`config.mk`:
```
export PLATFORM = sky130hd
export DESIGN_NAME = delta_timer_queue_top
export DESIGN_NICKNAME = d
export VERILOG_FILES = /design/src/dtq_pkg.sv /design/src/dtq_ram.sv /design/src/dtq_tick.sv /design/src/dtq_ctrl.sv /design/src/delta_timer_queue_top.sv
export SDC_FILE = /design/constraint.sdc
export NUM_CORES = 1
export LEC_CHECK = 0
export ABC_CLOCK_PERIOD_IN_PS = 9200
export BUFFER_PORTS_ARGS = -buffer_cell sky130_fd_sc_hd__buf_4
export CAP_MARGIN = 30
export CORE_MARGIN = 1.5
export CORE_UTILIZATION = 35
export CTS_CLUSTER_SIZE = 8
export DETAILED_ROUTE_END_ITERATION = 8
export SETUP_SLACK_MARGIN = 0.5
export SLEW_MARGIN = 15
export SYNTH_ARGS = -nofsm -noshare
export SYNTH_HDL_FRONTEND = slang
export SYNTH_SLANG_ARGS = --single-unit
```
`constraint.sdc`:
```
create_clock -name clk -period 9.2 [get_ports clk]
set_input_delay 0.92 -clock clk [delete_from_list [all_inputs] [get_ports clk]]
set_output_delay 0.92 -clock clk [all_outputs]
set_load 0.01 [all_outputs]
```
`src/dtq_pkg.sv`:
```
package dtq_pkg;

  localparam int DEPTH    = 16;
  localparam int MAX_WAKE = 16;
  localparam int IDX_W    = $clog2(DEPTH);
  localparam int CNT_W    = $clog2(DEPTH + 1);
  localparam int WAKE_W   = $clog2(MAX_WAKE + 1);
  localparam int DELTA_W  = 16;
  localparam int OWNER_W  = 8;
  localparam int TPS_W    = 16;

  localparam logic OP_TICK = 1'b0;
  localparam logic OP_ENQ  = 1'b1;

  typedef enum logic [1:0] {
    KIND_NONE  = 2'd0,
    KIND_WOKEN = 2'd1,
    KIND_FULL  = 2'd2
  } kind_t;

  // One list node: delta to the node in front, owner, and link to the node behind.
  typedef struct packed {
    logic [DELTA_W-1:0] delta;
    logic [OWNER_W-1:0] owner;
    logic [IDX_W-1:0]   nxt;
  } node_t;

  typedef struct packed {
    logic               en;
    logic [IDX_W-1:0]   addr;
    node_t              data;
  } wr_t;

  typedef struct packed {
    logic [CNT_W-1:0] count;
    logic [CNT_W-1:0] alloc_cnt;
  } status_t;

endpackage

```
`src/dtq_ram.sv`:
```
module dtq_ram
  import dtq_pkg::*;
(
  input  logic             clk,
  input  wr_t              wr,
  input  logic [IDX_W-1:0] rd_addr,
  output node_t            rd_data
);

  node_t mem [DEPTH];

  always_ff @(posedge clk) begin
    if (wr.en) begin
      mem[wr.addr] <= wr.data;
    end
  end

  always_ff @(posedge clk) begin
    rd_data <= mem[rd_addr];
  end

endmodule

```
`src/dtq_tick.sv`:
```
module dtq_tick
  import dtq_pkg::*;
(
  input  logic             clk,
  input  logic             rst,
  input  logic             cfg_we,
  input  logic [TPS_W-1:0] cfg_data,
  input  logic             tick_en,
  output logic             second
);

  logic [TPS_W-1:0] tps;
  logic [TPS_W-1:0] tick_counter;
  logic [TPS_W:0]   tick_sum;

  // The counter may sit above a freshly lowered limit; the next tick then ends the second.
  assign tick_sum = {1'b0, tick_counter} + (TPS_W + 1)'(1);
  assign second   = (tick_sum >= {1'b0, tps});

  always_ff @(posedge clk) begin
    if (rst) begin
      tps          <= TPS_W'(60);
      tick_counter <= '0;
    end else begin
      if (cfg_we) begin
        tps <= cfg_data;
      end
      if (tick_en) begin
        tick_counter <= second ? '0 : tick_sum[TPS_W-1:0];
      end
    end
  end

endmodule

```
`src/dtq_ctrl.sv`:
```
module dtq_ctrl
  import dtq_pkg::*;
(
  input  logic               clk,
  input  logic               rst,
  input  logic               in_valid,
  output logic               in_stall,
  input  logic               opcode,
  input  logic [DELTA_W-1:0] delay,
  input  logic [OWNER_W-1:0] owner_id,
  input  logic               second,
  output logic [IDX_W-1:0]   rd_addr,
  input  node_t              rd_data,
  output wr_t                wr,
  output logic               out_valid,
  input  logic               out_stall,
  output kind_t              kind,
  output logic [OWNER_W-1:0] woken_owner,
  output logic               last,
  output status_t            status
);

  typedef enum logic [3:0] {
    S_IDLE, S_FREE_CAP, S_WALK, S_W_SUCC, S_W_PREV, S_W_NEW,
    S_TICK_HEAD, S_POP, S_PEEK, S_EMIT
  } state_t;

  state_t             state;
  logic [CNT_W-1:0]   count;
  logic [CNT_W-1:0]   alloc_cnt;
  logic [IDX_W-1:0]   head;
  logic [IDX_W-1:0]   free_head;
  logic [IDX_W-1:0]   new_node;
  logic [IDX_W-1:0]   prev;
  logic [IDX_W-1:0]   cur;
  logic               has_prev;
  node_t              prev_word;
  node_t              cur_word;
  logic [DELTA_W-1:0] rem;
  logic [OWNER_W-1:0] owner_r;
  logic [CNT_W-1:0]   walk_i;
  logic [WAKE_W-1:0]  n_woken;
  logic               second_r;
  kind_t              pend_kind;
  logic [OWNER_W-1:0] pend_owner;
  logic               pend_last;

  logic               accept;
  logic               out_free;
  logic               load_out;
  logic               walk_adv;
  logic               walk_end;
  logic [DELTA_W-1:0] head_delta;
  logic               dec_head;

  assign in_stall = (state != S_IDLE);
  assign accept   = in_valid && !in_stall;
  assign out_free = !out_valid || !out_stall;
  assign load_out = out_free && (state == S_PEEK || state == S_EMIT);
  assign status   = '{count: count, alloc_cnt: alloc_cnt};

  assign walk_adv   = (rd_data.delta <= rem);
  assign walk_end   = ((walk_i + CNT_W'(1)) == count);
  assign dec_head   = second_r && (rd_data.delta != '0);
  assign head_delta = dec_head ? rd_data.delta - DELTA_W'(1) : rd_data.delta;

  always_comb begin
    rd_addr = head;
    unique case (state)
      S_IDLE: begin
        if (in_valid && opcode == OP_ENQ && alloc_cnt == CNT_W'(DEPTH)) begin
          rd_addr = free_head;
        end
      end
      S_WALK: begin
        if (walk_adv && !walk_end) begin
          rd_addr = rd_data.nxt;
        end
      end
      S_POP:   rd_addr = cur_word.nxt;
      default: rd_addr = head;
    endcase
  end

  always_comb begin
    wr = '0;
    unique case (state)
      S_TICK_HEAD: begin
        wr.en   = dec_head;
        wr.addr = head;
        wr.data = '{delta: head_delta, owner: rd_data.owner, nxt: rd_data.nxt};
      end
      S_W_SUCC: begin
        wr.en   = 1'b1;
        wr.addr = cur;
        wr.data = '{delta: cur_word.delta - rem, owner: cur_word.owner, nxt: cur_word.nxt};
      end
      S_W_PREV: begin
        wr.en   = 1'b1;
        wr.addr = prev;
        wr.data = '{delta: prev_word.delta, owner: prev_word.owner, nxt: new_node};
      end
      S_W_NEW: begin
        wr.en   = 1'b1;
        wr.addr = new_node;
        wr.data = '{delta: rem, owner: owner_r, nxt: cur};
      end
      S_POP: begin
        // The removed head goes onto the free list.
        wr.en   = 1'b1;
        wr.addr = head;
        wr.data = '{delta: cur_word.delta, owner: cur_word.owner, nxt: free_head};
      end
      default: wr = '0;
    endcase
  end

  always_ff @(posedge clk) begin
    if (rst) begin
      state     <= S_IDLE;
      count     <= '0;
      alloc_cnt <= '0;
      out_valid <= 1'b0;
    end else begin
      if (!out_stall && !load_out) begin
        out_valid <= 1'b0;
      end
      unique case (state)
        S_IDLE: begin
          if (accept) begin
            if (opcode == OP_ENQ) begin
              rem      <= (delay == '0) ? DELTA_W'(1) : delay;
              owner_r  <= owner_id;
              cur      <= head;
              has_prev <= 1'b0;
              walk_i   <= '0;
              if (count == CNT_W'(DEPTH)) begin
                pend_kind  <= KIND_FULL;
                pend_owner <= '0;
                pend_last  <= 1'b1;
                state      <= S_EMIT;
              end else if (alloc_cnt == CNT_W'(DEPTH)) begin
                state <= S_FREE_CAP;
              end else begin
                new_node  <= alloc_cnt[IDX_W-1:0];
                alloc_cnt <= alloc_cnt + CNT_W'(1);
                state     <= (count == '0) ? S_W_NEW : S_WALK;
              end
            end else begin
              second_r <= second;
              n_woken  <= '0;
              if (count == '0) begin
                pend_kind  <= KIND_NONE;
                pend_owner <= '0;
                pend_last  <= 1'b1;
                state      <= S_EMIT;
              end else begin
                state <= S_TICK_HEAD;
              end
            end
          end
        end
        S_FREE_CAP: begin
          new_node  <= free_head;
          free_head <= rd_data.nxt;
          state     <= (count == '0) ? S_W_NEW : S_WALK;
        end
        S_WALK: begin
          if (walk_adv) begin
            rem       <= rem - rd_data.delta;
            prev      <= cur;
            prev_word <= rd_data;
            has_prev  <= 1'b1;
            cur       <= rd_data.nxt;
            walk_i    <= walk_i + CNT_W'(1);
            if (walk_end) begin
              state <= S_W_PREV;
            end
          end else begin
            cur_word <= rd_data;
            state    <= S_W_SUCC;
          end
        end
        S_W_SUCC: begin
          state <= has_prev ? S_W_PREV : S_W_NEW;
        end
        S_W_PREV: begin
          state <= S_W_NEW;
        end
        S_W_NEW: begin
          count <= count + CNT_W'(1);
          if (!has_prev) begin
            head <= new_node;
          end
          pend_kind  <= KIND_NONE;
          pend_owner <= '0;
          pend_last  <= 1'b1;
          state      <= S_EMIT;
        end
        S_TICK_HEAD: begin
          if (head_delta != '0) begin
            pend_kind  <= KIND_NONE;
            pend_owner <= '0;
            pend_last  <= 1'b1;
            state      <= S_EMIT;
          end else begin
            cur_word <= rd_data;
            state    <= S_POP;
          end
        end
        S_POP: begin
          count      <= count - CNT_W'(1);
          n_woken    <= n_woken + WAKE_W'(1);
          free_head  <= head;
          head       <= cur_word.nxt;
          pend_kind  <= KIND_WOKEN;
          pend_owner <= cur_word.owner;
          if (count == CNT_W'(1) || n_woken == WAKE_W'(MAX_WAKE - 1)) begin
            pend_last <= 1'b1;
            state     <= S_EMIT;
          end else begin
            state <= S_PEEK;
          end
        end
        S_PEEK: begin
          // The new head is read again every cycle, so its word stays valid while stalled.
          if (out_free) begin
            out_valid   <= 1'b1;
            kind        <= KIND_WOKEN;
            woken_owner <= pend_owner;
            last        <= (rd_data.delta != '0);
            if (rd_data.delta == '0) begin
              cur_word <= rd_data;
              state    <= S_POP;
            end else begin
              state <= S_IDLE;
            end
          end
        end
        S_EMIT: begin
          if (out_free) begin
            out_valid   <= 1'b1;
            kind        <= pend_kind;
            woken_owner <= pend_owner;
            last        <= pend_last;
            state       <= S_IDLE;
          end
        end
        default: state <= S_IDLE;
      endcase
    end
  end

endmodule

```
`src/delta_timer_queue_top.sv`:
```
// Delta-list sleep queue.
//
// Input channel (in_valid / in_stall): each word is either a raw timer tick
// (opcode 0) or an enqueue of owner_id with a delay in queue seconds (opcode 1).
// A delay of zero counts as one second. Output channel (out_valid / out_stall)
// carries result words: kind, woken_owner and last, where last marks the final
// word caused by one input word. The configuration channel (cfg_valid /
// cfg_ready) writes ticks_per_second and should only be used while idle.
//
// The list lives in one memory with a registered read as a linked list with a
// free list; every list step costs one memory read. An enqueue reads the entries
// it walks past, with one more read when its node comes from the free list, then
// writes the successor and the predecessor where they exist and the new node. A
// tick decrements the head delta when a second ends and pops each entry whose
// delta is zero, waking at most MAX_WAKE owners, one result word each. One word is
// worked on at a time; the next input word is taken the cycle after its last
// result word has been loaded into the output register.
//
// Reset empties the queue, clears the tick counter and sets ticks_per_second
// to 60. When out_stall is high the result word holds and the next one waits.
module delta_timer_queue_top
  import dtq_pkg::*;
(
  input  logic               clk,
  input  logic               rst,
  input  logic               in_valid,
  output logic               in_stall,
  input  logic               opcode,
  input  logic [DELTA_W-1:0] delay,
  input  logic [OWNER_W-1:0] owner_id,
  output logic               out_valid,
  input  logic               out_stall,
  output logic [1:0]         kind,
  output logic [OWNER_W-1:0] woken_owner,
  output logic               last,
  input  logic               cfg_valid,
  output logic               cfg_ready,
  input  logic [TPS_W-1:0]   ticks_per_second
);

  logic             tick_en;
  logic             second;
  logic [IDX_W-1:0] rd_addr;
  node_t            rd_data;
  wr_t              wr;
  kind_t            kind_e;
  status_t          status;

  assign cfg_ready = 1'b1;
  assign tick_en   = in_valid && !in_stall && (opcode == OP_TICK);
  assign kind      = kind_e;

  dtq_tick u_tick (
    .clk      (clk),
    .rst      (rst),
    .cfg_we   (cfg_valid && cfg_ready),
    .cfg_data (ticks_per_second),
    .tick_en  (tick_en),
    .second   (second)
  );

  dtq_ram u_ram (
    .clk     (clk),
    .wr      (wr),
    .rd_addr (rd_addr),
    .rd_data (rd_data)
  );

  dtq_ctrl u_ctrl (
    .clk         (clk),
    .rst         (rst),
    .in_valid    (in_valid),
    .in_stall    (in_stall),
    .opcode      (opcode),
    .delay       (delay),
    .owner_id    (owner_id),
    .second      (second),
    .rd_addr     (rd_addr),
    .rd_data     (rd_data),
    .wr          (wr),
    .out_valid   (out_valid),
    .out_stall   (out_stall),
    .kind        (kind_e),
    .woken_owner (woken_owner),
    .last        (last),
    .status      (status)
  );

  // Once a word is taken, the sequencer must be busy on the following cycle.
  a_busy_after_accept: assert property (@(posedge clk) disable iff (rst)
    (in_valid && !in_stall) |=> in_stall)
    else $error("input taken while previous word still in work");

  // A full-store rejection is always the only result of its word.
  a_full_is_last: assert property (@(posedge clk) disable iff (rst)
    (out_valid && kind_e == KIND_FULL) |-> last)
    else $error("rejection not marked last");

  // The queue never holds more entries than nodes handed out, nor hands out more than DEPTH.
  a_count_bound: assert property (@(posedge clk) disable iff (rst)
    (status.count <= status.alloc_cnt) && (status.alloc_cnt <= CNT_W'(DEPTH)))
    else $error("entry count out of range");

  // Only woken results carry an owner.
  a_owner_zero: assert property (@(posedge clk) disable iff (rst)
    (out_valid && kind_e != KIND_WOKEN) |-> (woken_owner == '0))
    else $error("owner set on non-wake result");

endmodule
```
==> summary.md, run 1 <==
| Metric | Value |
|---|---|
| Post-CTS Resized | 0 |
| Antenna Cells | 0 |
| Crit share post-route | 55.2% |
| Final slew viol count | 0 |
| Layout Skew | 0.0262 ns |
| First-pass DRT Iterations | 6 |
| Global Route Usage Sum | 17.3% |
| Filler instances | 7,208 |
| Bufs on Longest Clock Path | 3 |
| Ratio of cells with drive above 1 in the final layout | 15.0% |
| Setup tns final | 0 ns |
| Clock root cell | clkbuf_16 |
| Final WL | 71.5 mm |
| Main flop type after synthesis | edfxtp_1 |
| Critical path cell sequence | inv_1 > ha_1 > fa_1 > nor2b_1 > o31ai_2 > a21oi_2 > o2111ai_1 > a21oi_2 > mux2_4 > o22ai_4 > buf_4 > buf_4 > mux4_2 > a22o_1 > a41o_1 |
| Initial cell density of the core | 35.5% |
| First-pass GRT wire length | 108 mm |
| Async SR Flop Fraction | 0% |
| Remaining Overflow, GRT | 0 |
| Synthesized net count | 2,135 |
| Residual DRC | 0 |
| Hold Vio Cnt, Final | 0 |
| # Post-CTS Setup Buffers | 0 |
| DIE AREA | 82,100 sq um |
| Nature of the critical path endpoint | register |
| Vias in the first global route | 17,720 |
| Max-Cap Viols | 0 |
| Clk slew on worst S/H paths | 0.05 ns |
| CTS tree | done |
| H-tree depth | 3 |
| Largest net degree at the start of global routing | 61 |
| NumNets Final | 2,250 |
| Crit Path Max Fanout | 32 |
| Core area | 79,300 sq um |
| CTS Hold Bufs | 0 |
| RSZ-0062 raised after global routing | no |
| Number of synthesized flops with an enable pin | 577 |
| Post-DP HPWL | 44.4 mm |
| Slew headroom | 37.9% |
| Syn_area_per_cell | 13.9 sq um |
| Die W | 287 um |
| Syn Inst Count | 2,030 |
| Outcome | finished, final reports clean |
| Cell variety after synth | 84 |
| Final ANT Viol Nets | 0 |
| Routed vias/inst | 5.43 |
| Clk sinks | 652 |
| CP Class | register to register |
| I/O Buffers | 58 |
| Max Fclk | 197 MHz |
| Initial antenna violation count | 0 |
| Crit path time final | 5.08 ns |
| # IOs | 60 |
| Setup slack, reg-to-reg | 4.12 ns |
| Required @ worst endpoint | 9.71 ns |
| CTS Buf Count | 92 |
| Worst Max-Slew Pin Slew | 0.932 ns |
| Slowest-stage cell, CP | buf_4 |
| Crit path launch type | register |
| Via count | 17,747 |
| Fin util | 41.3% |
| Worst vdd ir | 0.374 mV |
| DR WL/cell | 21.9 um |
| Hold Crit Class | register to register |
| Commonest non-fill, non-tap cell in the layout | edfxtp_1 |
| Synth Cell Area | 28,100 sq um |
| Leakage Power | 11.6 nW |
| Clock latency reported for the late side of the worst-skew pair | 0.64 ns |
| Worst path arrival time | 5.59 ns |
| Power, Total | 10.2 mW |
| 1st-iter DRT viols | 1,821 |
| Area growth syn-to-layout | 16.4% |
| Placement Rows | 103 |
| Yosys warns | 0 |
| Height of the die | 287 um |
| Sequential-to-total area share from yosys stat | 66.9% |
| GPL Wtd Cong | 0.895 |
| Pwr Density | 312 nW/um^2 |
| # setup viols final | 0 |
| Post-synthesis register bit count | 652 |
| Most frequent cells in the layout | edfxtp_1, nand2_1, buf_4, clkbuf_16, nor2_1 |
| CP peak stage delay | 0.61 ns |
sequential cells by signal, summed over array words and instances (netlist names), 8 cells and up:
register	cells
u_ctrl.prev_word	24
u_tick.tick_counter	16
u_ctrl.woken_owner	8
u_ram.mem	448
u_ctrl.rem	16
u_ctrl.cur_word	28
u_ram.rd_data	28
u_ctrl.pend_owner	8
u_tick.tps	16
u_ctrl.owner_r	8
where the power goes:
part           total (mW)  switching [mW]  internal [mW]  leakage (nW)
Combinational        3.18            1.94           1.24          4.42
Sequential           3.91           0.213           3.70          5.92
Clock                3.12            1.24           1.88          1.27
Total                10.2            3.39           6.82          11.6
final cells by class:
type | instances | area (sq um) | share of cell area, %
flip-flops and latches | 652 | 18800 | 57.5
multi-input cells | 1214 | 8720 | 26.6
clock buffers | 159 | 2560 | 7.82
well taps | 1050 | 1310 | 4.01
repair buffers | 115 | 950 | 2.90
inverters | 70 | 264 | 0.806
clock inverters | 8 | 123 | 0.374
through the flow:
stage	instance area (sq um)	instances	setup WS [ns]	hold WS (ns)
after CTS	32700	3265	4.04	0.415
final	32800	3268	4.12	0.414
after detailed placement	30100	3098	4.05	0.405
after floorplan	28100	2030	2.63	0.400
after global routing	32800	3268	3.83	0.423
after global placement	29900	3091	4.06	0.404
synthesized netlist by cell type (23+ instances only):
master	number	area, sq um
a21oi_1	43	215
nand3_1	78	390
ha_1	57	713
inv_1	68	255
nand2_1	330	1240
a41o_1	29	290
xnor2_1	33	289
nor2_1	101	379
a32oi_1	29	254
dfxtp_1	75	1500
xor2_1	29	254
o21ai_0	64	320
nor3_1	23	115
a222oi_1	24	240
a22o_1	33	289
clkbuf_1	59	221
edfxtp_1	577	17300
mux4_2	56	1260
mux2i_1	47	470
cell families after synthesis:
| group | count (synthesis) | share of synthesized area [%] |
|---|---|---|
| and+or+nand+nor | 653 | 10.6 |
| DFF | 652 | 66.9 |
| AOI/OAI and AO/OA | 332 | 8.94 |
| buffers and inverters | 164 | 2.57 |
| muxes | 107 | 6.33 |
| xor gates and xnor gates | 62 | 1.93 |
| adders and majority gates | 59 | 2.68 |
| other | 1 | 0.0133 |
worst paths after layout:
check                                     startpoint               endpoint  depth (start not counted)
worst max register to register         u_ctrl.rem[0]      u_ram.rd_data[18]                         15
worst min register to register  u_ctrl.pend_owner[4]  u_ctrl.woken_owner[4]                          0
worst max-delay path                   u_ctrl.rem[0]      u_ram.rd_data[18]                         15
worst min-delay path            u_ctrl.pend_owner[4]  u_ctrl.woken_owner[4]                          0
per-layer routing:
| metal | track usage [%] | up-vias | wire (um) |
|---|---|---|---|
| met2 | 27.9 | 683 | 33700 |
| li1 | - | 7997 | - |
| met5 | 0 | - | 0 |
| met1 | 23.8 | 8945 | 31000 |
| met3 | 2.99 | 122 | 5210 |
| met4 | 5.62 | 0 | 1650 |
critical path, delay by kind of cell (launching register included):
family	cells	cell delay [ns]
flip-flops	1	0.38
adder cells (fa/ha/maj)	2	0.62
AND/OR/NAND/NOR	1	0.23
AO/OA/AOI/OAI	7	1.51
multiplexers	2	0.92
buffers and inverters	3	1.21
No activity file was read; power rests on OpenSTA's default activity.
==> run 2, diff against run 1 <==
- ABC_CLOCK_PERIOD_IN_PS: 9200 -> 5200
- clock period: 9.2 -> 5.2 ns (I/O delays scaled with it)
==> run 2 against run 1 <==
Compared with the run above:
- final cell count up 0.21%
- critical endpoint is now u_ram.rd_data[13]
- critical path depth down 2
- worst setup slack worse by 3.4 ns
==> summary.md, run 2 (synthesized netlist as in run 1, its figures left out) <==
| Metric | Value |
|---|---|
| H-tree depth | 3 (unchanged) |
| Post-DP HPWL | 45.0 mm (was 44.4 mm) |
| Via count | 17,808 (was 17,747) |
| Number of flip-flops in the largest register | 448 (unchanged) |
| Outcome | finished, final reports clean (unchanged) |
| Hold Vio Cnt, Final | 0 (unchanged) |
| Crit path time final | 4.43 ns (was 5.08 ns) |
| DP Worst Slack | 0.824 ns (was 4.05 ns) |
| Crit share post-route | 85.2% (was 55.2%) |
| Clk sinks | 652 (unchanged) |
| First-pass GRT wire length | 112 mm (was 108 mm) |
| I/O Buffers | 58 (unchanged) |
| NumNets Final | 2,261 (was 2,250) |
| Hold Crit Class | input port to register (was register to register) |
| DIE AREA | 82,100 sq um (unchanged) |
| Bufs on Longest Clock Path | 3 (unchanged) |
| DR WL/cell | 22.9 um (was 21.9 um) |
| Final Hold Slack | 0.0526 ns (was 0.414 ns) |
| Post-CTS Resized | 0 (unchanged) |
| Core area | 79,300 sq um (unchanged) |
| Clock latency reported for the late side of the worst-skew pair | 0.65 ns (was 0.64 ns) |
| Nature of the critical path endpoint | register (unchanged) |
| Pwr Density | 552 nW/um^2 (was 312 nW/um^2) |
| Vias in the first global route | 17,915 (was 17,720) |
| Final WL | 74.9 mm (was 71.5 mm) |
| Max Fclk | 226 MHz (was 197 MHz) |
| Multi-input logic area | 8740 sq um (was 8720 sq um) |
| Final slew viol count | 0 (unchanged) |
| Routed vias/inst | 5.44 (was 5.43) |
| Clock root cell | clkbuf_16 (unchanged) |
| Antenna Cells | 0 (unchanged) |
| Max-Cap Viols | 0 (unchanged) |
| Height of the die | 287 um (unchanged) |
| Placement Rows | 103 (unchanged) |
| Largest net degree at the start of global routing | 97 (was 61) |
| # IOs | 60 (unchanged) |
| Remaining Overflow, GRT | 0 (unchanged) |
| Worst path arrival time | 4.96 ns (was 5.59 ns) |
| CTS Hold Bufs | 0 (unchanged) |
| Residual DRC | 0 (unchanged) |
| RSZ-0062 raised after global routing | no (unchanged) |
| Leakage Power | 11.7 nW (was 11.6 nW) |
| Area growth syn-to-layout | 17.3% (was 16.4%) |
| Most frequent cells in the layout | edfxtp_1, nand2_1, buf_4, clkbuf_16, nor2_1 (unchanged) |
| Die W | 287 um (unchanged) |
| # setup viols final | 0 (unchanged) |
| Initial cell density of the core | 35.5% (unchanged) |
| 1st-iter DRT viols | 1,628 (was 1,821) |
| Final ANT Viol Nets | 0 (unchanged) |
| CP Class | register to register (unchanged) |
| Fin util | 41.7% (was 41.3%) |
| Layout Skew | 0.0247 ns (was 0.0262 ns) |
| CTS tree | done (unchanged) |
| Placed instance area | 30,300 sq um (was 30,100 sq um) |
| Global Route Usage Sum | 18.2% (was 17.3%) |
| Reg area | 18,800 sq um (unchanged) |
| Required @ worst endpoint | 5.73 ns (was 9.71 ns) |
| Worst Max-Slew Pin Slew | 0.840 ns (was 0.932 ns) |
| First-pass DRT Iterations | 6 (unchanged) |
| Commonest non-fill, non-tap cell in the layout | edfxtp_1 (unchanged) |
| Crit path launch type | register (unchanged) |
| Largest Register | u_ram.mem (unchanged) |
| Initial antenna violation count | 0 (unchanged) |
| Largest registers | u_ram.mem x448, u_ctrl.cur_word x28, u_ram.rd_data x28 (unchanged) |
| Clk slew on worst S/H paths | 0.05 ns (about the same) |
| Fin area | 33,000 sq um (was 32,800 sq um) |
| Ratio of cells with drive above 1 in the final layout | 15.4% (was 15.0%) |
| Worst vdd ir | 0.457 mV (was 0.374 mV) |
| CTS Buf Count | 92 (unchanged) |
| Setup tns final | 0 ns (unchanged) |
| Worst setup margin | 0.767 ns (was 4.12 ns) |
| # Post-CTS Setup Buffers | 0 (unchanged) |
| Slew headroom | 44.0% (was 37.9%) |
| GPL Wtd Cong | 0.894 (was 0.895) |
| Filler instances | 7,163 (was 7,208) |
| Crit Path Max Fanout | 38 (was 32) |
-- run 2: cell type report --
type / count / area share, %
Clock buffer: 154 / 7.71
Sequential cell: 652 / 57.0
Clock inverter: 9 / 0.496
Inverter: 70 / 0.800
Timing Repair Buffer: 126 / 3.54
Multi-Input combinational cell: 1214 / 26.5
Tap cell: 1050 / 3.98
-- run 2: final timing paths --
| check | start | to | cells after the start | slack (ns) |
|---|---|---|---|---|
| setup / recovery | u_ram.rd_data[12] | u_ram.rd_data[13] | 13 | 0.77 |
| hold reg to reg | u_ctrl.pend_owner[5] | u_ctrl.woken_owner[5] | 0 | 0.42 |
| setup reg to reg | u_ram.rd_data[12] | u_ram.rd_data[13] | 13 | 0.77 |
| hold / removal | owner_id[7] | u_ctrl.owner_r[7] | 1 | 0.05 |
-- run 2: worst max-delay path: stages, from the launching register on --
cell       delay (ns)
dfxtp_1          0.40
ha_1             0.27
fa_1             0.41
nor2b_1          0.21
o31ai_2          0.10
a21oi_2          0.30
o2111ai_1        0.24
a21oi_2          0.30
mux2_4           0.34
o22ai_4          0.33
buf_12           0.35
mux4_2           0.57
a22o_1           0.24
a41o_1           0.19
-- run 2: per-stage QoR --
| stage | total power, mW | instances |
|---|---|---|
| 2_1_floorplan | 11.0 | 2030 |
| 3_3_place_gp | 12.7 | 3109 |
| 3_5_place_dp | 12.8 | 3111 |
| 4_1_cts | 18.3 | 3274 |
| 5_1_grt | 19.0 | 3275 |
| 6_report | 18.2 | 3275 |
-- run 2: routing by layer --
| layer | share of wire [%] | GRT usage, % | vias to the layer above |
|---|---|---|---|
| met5 | 0 | 0 | - |
| met4 | 2.5 | 5.97 | 0 |
| met3 | 7.2 | 3.00 | 129 |
| met2 | 49 | 30.8 | 693 |
| met1 | 41 | 23.8 | 8969 |
| li1 | - | - | 8017 |
-- run 2: power breakdown --
part           switching [mW]  internal [mW]  leakage (nW)
registers               0.383           6.55          5.92
clock network            2.21           3.33          1.28
logic                    3.46           2.28          4.51
==> run 3, diff against run 2 <==
- CELL_PAD_IN_SITES_DETAIL_PLACEMENT: not set -> 1
- CELL_PAD_IN_SITES_GLOBAL_PLACEMENT: not set -> 2
- CORE_UTILIZATION: 35 -> 46
- PLACE_DENSITY_LB_ADDON: not set -> 0.1
- SETUP_SLACK_MARGIN: 0.5 -> 0.1
==> run 3 against run 2 <==
Compared with the run above:
- first-iteration DRC count is 0.49% higher
- highest routed layer unchanged
- worst hold slack worse by 0.0033 ns
- largest cell class unchanged
- total power is 1.4% higher
- via count is 1.8% higher
- cell area is 1.5% lower
- non-clock buffer count is 3 higher
- critical path depth stayed put
- clock skew is 0.0069 ns lower
- die area is 24% lower
- worst setup slack worse by 0.13 ns
==> summary.md, run 3 (synthesized netlist as in run 1, its figures left out) <==
| Metric | Value |
|---|---|
| Largest registers | u_ram.mem x448, u_ctrl.cur_word x28, u_ram.rd_data x28 (unchanged) |
| Routed vias/inst | 6.02 (was 5.44) |
| RSZ-0062 raised after global routing | no (unchanged) |
| Global Route Usage Sum | 26.1% (was 18.2%) |
| Most used cell, CP | a21oi_2 (unchanged) |
| Placed instance area | 29,800 sq um (was 30,300 sq um) |
| Post-Layout Cell Count | 3,009 (was 3,275) |
| Filler instances | 5,913 (was 7,163) |
| Number of flip-flops in the largest register | 448 (unchanged) |
| M3 GR Usage | 3.73% (was 3.00%) |
| Required @ worst endpoint | 5.72 ns (was 5.73 ns) |
| Setup tns final | 0 ns (unchanged) |
| CTS Hold Bufs | 0 (unchanged) |
| CTS Buf Count | 92 (unchanged) |
| Power, Total | 18.5 mW (was 18.2 mW) |
| Clock root cell | clkbuf_16 (unchanged) |
| # IOs | 60 (unchanged) |
| Fin area | 32,500 sq um (was 33,000 sq um) |
| Initial cell density of the core | 46.6% (was 35.5%) |
| Critical path cell sequence | inv_1 > ha_1 > a21o_1 > nor3_1 > a21oi_2 > o2111ai_1 > a21oi_2 > mux2_4 > o22ai_4 > buf_12 > mux4_2 > a22o_1 > a41o_1 (was ha_1 > fa_1 > nor2b_1 > o31ai_2 > a21oi_2 > o2111ai_1 > a21oi_2 > mux2_4 > o22ai_4 > buf_12 > mux4_2 > a22o_1 > a41o_1) |
| First-pass DRT Iterations | 5 (was 6) |
| Area growth syn-to-layout | 15.5% (was 17.3%) |
| NumNets Final | 2,264 (was 2,261) |
| Initial antenna violation count | 0 (unchanged) |
| Worst Max-Slew Pin Slew | 1.00 ns (was 0.840 ns) |
| Vias in the first global route | 18,891 (was 17,915) |
| Multi-input logic area | 8730 sq um (was 8740 sq um) |
| Leakage Power | 11.7 nW (about the same) |
| Hold Crit Class | input port to register (unchanged) |
| I/O Buffers | 58 (unchanged) |
| Slowest-stage cell, CP | mux4_2 (unchanged) |
| Crit path launch type | register (unchanged) |
| # setup viols final | 0 (unchanged) |
| Max-Cap Viols | 0 (unchanged) |
| CP Class | register to register (unchanged) |
| GRT Max-Usage Layer | met2 (unchanged) |
| # Post-CTS Setup Buffers | 0 (unchanged) |
| Outcome | finished, final reports clean (unchanged) |
| Core area | 60,400 sq um (was 79,300 sq um) |
| Final ANT Viol Nets | 0 (unchanged) |
| Worst vdd ir | 0.536 mV (was 0.457 mV) |
| Largest Register | u_ram.mem (unchanged) |
| Reg area | 18,800 sq um (unchanged) |
| Layout Skew | 0.0178 ns (was 0.0247 ns) |
| Bufs on Longest Clock Path | 3 (unchanged) |
| Clk sinks | 652 (unchanged) |
| Crit path time final | 4.57 ns (was 4.43 ns) |
| Antenna Cells | 0 (unchanged) |
| Largest net degree at the start of global routing | 115 (was 97) |
| Pwr Density | 568 nW/um^2 (was 552 nW/um^2) |
| Worst path arrival time | 5.09 ns (was 4.96 ns) |
| Height of the die | 250 um (was 287 um) |
| Post-DP HPWL | 48.1 mm (was 45.0 mm) |
| First-pass GRT wire length | 121 mm (was 112 mm) |
| Commonest non-fill, non-tap cell in the layout | edfxtp_1 (unchanged) |
| Nature of the critical path endpoint | register (unchanged) |
| DP Cell Count | 2,846 (was 3,111) |
| GPL Wtd Cong | 0.832 (was 0.894) |
| Hold Vio Cnt, Final | 0 (unchanged) |
| Residual DRC | 0 (unchanged) |
| Met2 usage | 42.4% (was 30.8%) |
| Final Hold Slack | 0.0493 ns (was 0.0526 ns) |
| CP peak stage delay | 0.58 ns (was 0.57 ns) |
| Placement Rows | 90 (was 103) |
| Crit share post-route | 87.8% (was 85.2%) |
| Crit Path Max Fanout | 57 (was 38) |
| Clock latency reported for the late side of the worst-skew pair | 0.64 ns (was 0.65 ns) |
| Via count | 18,124 (was 17,808) |
| H-tree depth | 3 (unchanged) |
| GR Layer Usage met1 | 36.4% (was 23.8%) |
| Ratio of cells with drive above 1 in the final layout | 15.5% (was 15.4%) |
| Post-CTS Resized | 0 (unchanged) |
| DR WL/cell | 27.0 um (was 22.9 um) |
| Max Fclk | 219 MHz (was 226 MHz) |
| DIE AREA | 62,700 sq um (was 82,100 sq um) |
| Clk slew on worst S/H paths | 0.05 ns (about the same) |
| 1st-iter DRT viols | 1,636 (was 1,628) |
| Die W | 250 um (was 287 um) |
| CTS tree | done (unchanged) |
| Most frequent cells in the layout | edfxtp_1, nand2_1, buf_4, clkbuf_16, nor2_1 (unchanged) |
| Final WL | 81.1 mm (was 74.9 mm) |
| Remaining Overflow, GRT | 0 (unchanged) |
| Final slew viol count | 0 (unchanged) |
| Slew headroom | 33.1% (was 44.0%) |
run 3: metal layers:
metal / routed length, um / up-vias
met1: 35500 / 9399
met3: 4900 / 134
met5: 0 / -
met2: 38900 / 574
li1: - / 8017
met4: 1830 / 0
run 3: final timing paths:
path,from,to,slack (ns),depth (start not counted)
worst min-delay path,owner_id[2],u_ctrl.owner_r[2],0.05,1
worst min register to register,u_ctrl.pend_owner[1],u_ctrl.woken_owner[1],0.42,0
worst max register to register,u_ram.rd_data[17],u_ram.rd_data[13],0.63,13
worst max-delay path,u_ram.rd_data[17],u_ram.rd_data[13],0.63,13
run 3: layout make-up:
class	count	area share, %
clock buffers	155	7.94
clock inverters	7	0.354
inverters	70	0.812
multi-input cells	1214	26.9
flip-flops and latches	652	57.9
well taps	782	3.01
repair buffers	129	3.12
run 3: metrics by stage:
step | worst slack [ns] | util, %
global placement | 0.838 | 49.4
floorplan | 0.769 | -
detailed placement | 0.672 | 49.4
global route | 0.410 | 53.9
finish | 0.633 | 53.9
CTS | 0.633 | 53.9
run 3: critical path: cells and delay by family, from the launching register on:
kind,cells,cell delay [ns]
compound gates,7,1.78
fa+ha+maj,1,0.43
buf+inv,2,0.59
flops,1,0.54
mux,2,0.93
simple gates,1,0.07
run 3: where the power goes:
part,leakage [nW],switching [mW],total [mW],internal (mW)
Clock,1.28,2.26,5.62,3.36
Combinational,4.49,3.59,5.82,2.23
Sequential,5.92,0.479,7.03,6.55
